===== config.mk =====
export PLATFORM = sky130hd
export DESIGN_NAME = ohpl_skid
export DESIGN_NICKNAME = d
export VERILOG_FILES = /design/src/hw/rtl/ohpl_pkg.sv /design/src/hw/rtl/ohpl_skid.sv
export SDC_FILE = /design/constraint.sdc
export NUM_CORES = 1
export LEC_CHECK = 0
export ABC_AREA = 1
export BUFFER_PORTS_ARGS = -buffer_cell sky130_fd_sc_hd__buf_2
export CAP_MARGIN = 10
export CORE_MARGIN = 1
export CORE_UTILIZATION = 30
export DETAILED_ROUTE_END_ITERATION = 16
export PLACE_DENSITY = 0.63
export SYNTH_ARGS = -nofsm -noshare
export SYNTH_HDL_FRONTEND = slang
export SYNTH_SLANG_ARGS = --single-unit

===== constraint.sdc =====
create_clock -name i_clk -period 1.74 [get_ports i_clk]
set_clock_uncertainty 0.05 [all_clocks]
set_input_delay 0.174 -clock i_clk [delete_from_list [all_inputs] [get_ports i_clk]]
set_output_delay 0.174 -clock i_clk [all_outputs]
set_load 0.02 [all_outputs]

===== src/hw/rtl/ohpl_pkg.sv =====
// Shared types, constants and elaboration-time helpers for the path loss unit.
// Depends on nothing; every other file of the unit imports it.
package ohpl_pkg;

    localparam int Q_W    = 32;   // Q16 working values
    localparam int P_W    = 56;   // raw products of two Q16 values
    localparam int L_W    = 21;   // widest logarithm operand (1175 * mobile height)
    localparam int LOUT_W = 20;   // log10 result, Q16, never negative

    typedef logic signed [Q_W-1:0] t_q16;
    typedef logic signed [P_W-1:0] t_prod;

    localparam logic [2:0] MODEL_SHORT = 3'd0;
    localparam logic [2:0] MODEL_HATA  = 3'd1;
    localparam logic [2:0] MODEL_COST  = 3'd2;
    localparam logic [2:0] MODEL_EMP   = 3'd3;
    localparam logic [2:0] MODEL_OOB   = 3'd4;

    localparam logic [1:0] CFG_CARRIER    = 2'd0;
    localparam logic [1:0] CFG_LARGE_CITY = 2'd1;
    localparam logic [1:0] CFG_AREA       = 2'd2;
    localparam logic [1:0] CFG_MIN_DIST   = 2'd3;

    localparam logic [1:0] AREA_SUBURBAN = 2'd1;
    localparam logic [1:0] AREA_OPEN     = 2'd2;

    localparam t_q16 ONE_Q16  = 32'sd65536;
    localparam t_q16 K69_55   = 32'sd4558029;
    localparam t_q16 K26_16   = 32'sd1714422;
    localparam t_q16 K13_82   = 32'sd905708;
    localparam t_q16 K44_9    = 32'sd2942566;
    localparam t_q16 K6_55    = 32'sd429261;
    localparam t_q16 K46_3    = 32'sd3034317;
    localparam t_q16 K33_9    = 32'sd2221670;
    localparam t_q16 K8_29    = 32'sd543293;
    localparam t_q16 K1_1     = 32'sd72090;
    localparam t_q16 K3_2     = 32'sd209715;
    localparam t_q16 K4_97    = 32'sd325714;
    localparam t_q16 K0_7     = 32'sd45875;
    localparam t_q16 K1_56    = 32'sd102236;
    localparam t_q16 K0_8     = 32'sd52429;
    localparam t_q16 K5_4     = 32'sd353894;
    localparam t_q16 K4_78    = 32'sd313262;
    localparam t_q16 K18_33   = 32'sd1201275;
    localparam t_q16 K40_94   = 32'sd2683044;
    localparam t_q16 K36      = 32'sd2359296;
    localparam t_q16 LOSS_MIN = -32'sd16384;
    localparam t_q16 LOSS_MAX = 32'sd65535;
    localparam logic [14:0] LOG10_2 = 15'd19728;
    localparam logic [31:0] RECIP10 = 32'hCCCC_CCCD;  // 2^35 / 10, rounded up

    // Item context that travels beside the arithmetic.
    typedef struct packed {
        logic [2:0] model;
        logic [9:0] hm;
        logic       large_city;
        logic       low_band;    // carrier below 200 MHz
        logic [1:0] area;
    } t_side;

    typedef struct packed {
        logic [2:0]         model;
        logic signed [16:0] loss;
    } t_result;

    // log2(1 + idx / 2^bits) in Q16, truncated, by repeated squaring of a Q30 mantissa.
    function automatic logic [15:0] log_tab_entry(int unsigned idx, int unsigned bits);
        longint unsigned y;
        logic [15:0]     frac;
        y    = ((longint'(1) << bits) + longint'(idx)) << (30 - bits);
        frac = '0;
        for (int k = 0; k < 16; k++) begin
            y    = (y * y) >> 30;
            frac = {frac[14:0], 1'b0};
            if (y >= (longint'(2) << 30)) begin
                y       = y >> 1;
                frac[0] = 1'b1;
            end
        end
        return frac;
    endfunction

    // log10(28) in Q16 as the table unit computes it.
    function automatic t_q16 lg10_28(int unsigned bits);
        longint unsigned l2;
        l2 = longint'(4) * 65536 + longint'(log_tab_entry(12 << (bits - 4), bits));
        return t_q16'((l2 * 19728) >> 16);
    endfunction

    // Q16 product scaled back, truncating toward zero.
    function automatic t_q16 q16_trunc(t_prod p);
        t_prod adj;
        adj = p + (p[P_W-1] ? t_prod'(65535) : t_prod'(0));
        return t_q16'(adj >>> 16);
    endfunction

endpackage


===== src/hw/rtl/ohpl_skid.sv =====
// Output register with one skid entry, so the pipeline keeps moving while a result waits.
// Depends on ohpl_pkg for the result record.
module ohpl_skid
    import ohpl_pkg::*;
(
    input  logic    i_clk,
    input  logic    i_rst_n,
    input  logic    i_valid,
    output logic    o_ready,
    input  t_result i_data,
    output logic    o_valid,
    input  logic    i_ready,
    output t_result o_data
);
    logic    r_out_v, r_skid_v;
    t_result r_out, r_skid;

    always_ff @(posedge i_clk) begin
        if (!i_rst_n) begin
            r_out_v  <= 1'b0;
            r_skid_v <= 1'b0;
        end else if (r_skid_v) begin
            if (i_ready) begin
                r_out    <= r_skid;
                r_out_v  <= 1'b1;
                r_skid_v <= 1'b0;
            end
        end else if (r_out_v && !i_ready) begin
            if (i_valid) begin
                r_skid   <= i_data;
                r_skid_v <= 1'b1;
            end
        end else begin
            r_out   <= i_data;
            r_out_v <= i_valid;
        end
    end

    assign o_ready = !r_skid_v;
    assign o_valid = r_out_v;
    assign o_data  = r_out;
endmodule


==> run metrics <==
combinational power share=9.5%; RD Place Congestion=0.723; leak pwr=0.823 nW; Arr. time, crit path=1150 ps; Max VDD drop=0.000481 V; Worst-Skew Late Latency=280 ps; Place WS=463 ps; cell count after synthesis=119; Synth Cell Area=1560 um^2; Overall Global Routing Usage=10.4%; area occupied by registers=1240 um^2; overall power=1.92 mW; fmax=729 MHz; nets@finish=195; H-tree depth=2; Layout area overhead=24.4%; clk sink count=42; Post-DRT Antenna Nets=0; Reg2Reg Depth=4; Slew Limit Fails=0; Die W=74.1 um; PnR worst setup slack=369 ps; most common cell after layout, fill and taps aside=nand2_1; number of synthesized register bits=42; cell area power density=988 nW/um^2; share of post-route cells with drive strength above 1=32.7%; Fill cells=472; sequential fraction of the synthesis area=79.6%; clock root cell=clkbuf_8; Top Ports=46; Final setup viols=0; largest net degree at the start of global routing=22; clock share of power=29.3%; Num CTS Buffers=5; Hold Path Origin=i_data[7]; Slew headroom=82.5%; # hold bufs at CTS=0; sequential share of power=61.2%; post-CTS sizing=0; Antenna diodes=0; status=finished, final reports clean; setup TNS after final layout=0 ps; hold crit path type=in2reg; Port Buffers=45; die outline area=5490 um^2; initial DRC count=35; worst r2r src=r_skid_v; # DRC=0; CP Class=reg2out; most frequent cells in the layout=nand2_1 (65), buf_2 (45), edfxtp_1 (40), clkbuf_8 (5), buf_4 (4); final worst-path cycle share=78.8%; DRT Wirelength=2600 um; vias=945; # rows=25; shortest period the worst path allows=1370 ps; r2r endpoint=r_skid[17]; Overflow after GRT=0; first-pass GRT wire length=3990 um; syn avg cell area=13.1 um^2; Worst-path clk slew=70 ps; Initial Utilization=32.2%; CP endpoint kind=primary output; Yosys Warn Count=0; hpwl dp=1810 um; RSZ-0062 raised after global routing=false; CP required=1520 ps; startpoint types=register; Routed WL per cell=10.9 um; Netlist cell types=11; P_int=1.50 mW; P_sw=0.417 mW; Via density=3.97; hold path depth=1; Final Hold Viols=0; number of antenna violations at the first check in global routing=0; Max-cap violations=0; drt first pass iters=3; Post-CTS Setup Bufs=0; CTS tree=yes; Synth Net Count=143; core outline area=4850 um^2; Slew @ Worst Pin=263 ps; Multi-input gate area=277 um^2; hold endpoint=r_skid[7]; r2r setup slk=460 ps; worst-path fanout max=21; Die H=74.1 um; switch share=21.7%; vias in the first global route=864; clock tree buffer depth=2
-- area by class of cell --
type,count,share of cell area (%)
Clock buffer,7,3.93
Inverter,2,0.387
Multi-Input combinational cell,71,14.2
Sequential cell,42,64.0
Tap cell,67,4.32
Timing Repair Buffer,49,13.2
-- cell usage after synthesis --
master,instances,area (um^2)
nand2_1,65,244
o21ai_0,2,10.0
inv_1,1,3.75
edfxtp_1,40,1200
buf_6,2,22.5
nor2_1,1,3.75
dfxtp_1,2,40.0
inv_2,1,3.75
and2_1,1,6.26
nand3_1,2,10.0
buf_4,2,15.0
-- registers in the layout, indices dropped and copies added (netlist names) --
register and count:
o_data 20, o_valid 1, r_skid 20, r_skid_v 1
-- kinds of logic (layout without fill, tap and decap cells) --
logic type,Yosys count,count (layout),synth area share (%)
simple gates,69,69,16.9
flops,42,42,79.6
buf+inv,6,58,2.89
compound gates,2,2,0.642
-- power by group through the flow --
stage | clock network (mW) | logic [mW] | registers (mW)
2_1_floorplan | 0 | 0.0570 | 1.24
3_3_place_gp | 0 | 0.182 | 1.20
3_5_place_dp | 0 | 0.185 | 1.20
4_1_cts | 0.587 | 0.186 | 1.17
5_1_grt | 0.637 | 0.201 | 1.18
6_report | 0.562 | 0.182 | 1.17
-- per-layer routing --
metal  GRT usage [%]  wire [um]
met5               0          0
met4            3.85         32
met3            5.28        138
met2            16.1       1310
met1            12.3       1110
-- critical path, stage by stage (launching register included) --
cell	delay, ps
dfxtp_1	360
inv_2	70
buf_4	230
buf_2	210
-- through the flow --
step / instance area [um^2] / std cells / utilization (%) / hold WS [ps]
final: 1940 / 238 / 40.0 / 26.5
after global routing: 1940 / 238 / 40.0 / 4.86
after CTS: 1940 / 238 / 40.0 / 17.5
after detailed placement: 1860 / 231 / 38.5 / 322
after global placement: 1860 / 231 / 38.5 / 323
after floorplan: 1560 / 119 / - / 223
-- how the worst max path moves through the flow --
| stage | from | end | slack [ps] | depth (start not counted) |
|---|---|---|---|---|
| floorplan | o_valid | r_skid[0] | 170 | 2 |
| global placement | r_skid_v | o_data[13] | 490 | 3 |
| detailed placement | r_skid_v | r_skid[13] | 460 | 4 |
| CTS | r_skid_v | o_ready | 340 | 3 |
| global route | r_skid_v | o_ready | 280 | 3 |
| finish | r_skid_v | o_ready | 370 | 3 |
No activity file was read; power rests on OpenSTA's default activity.
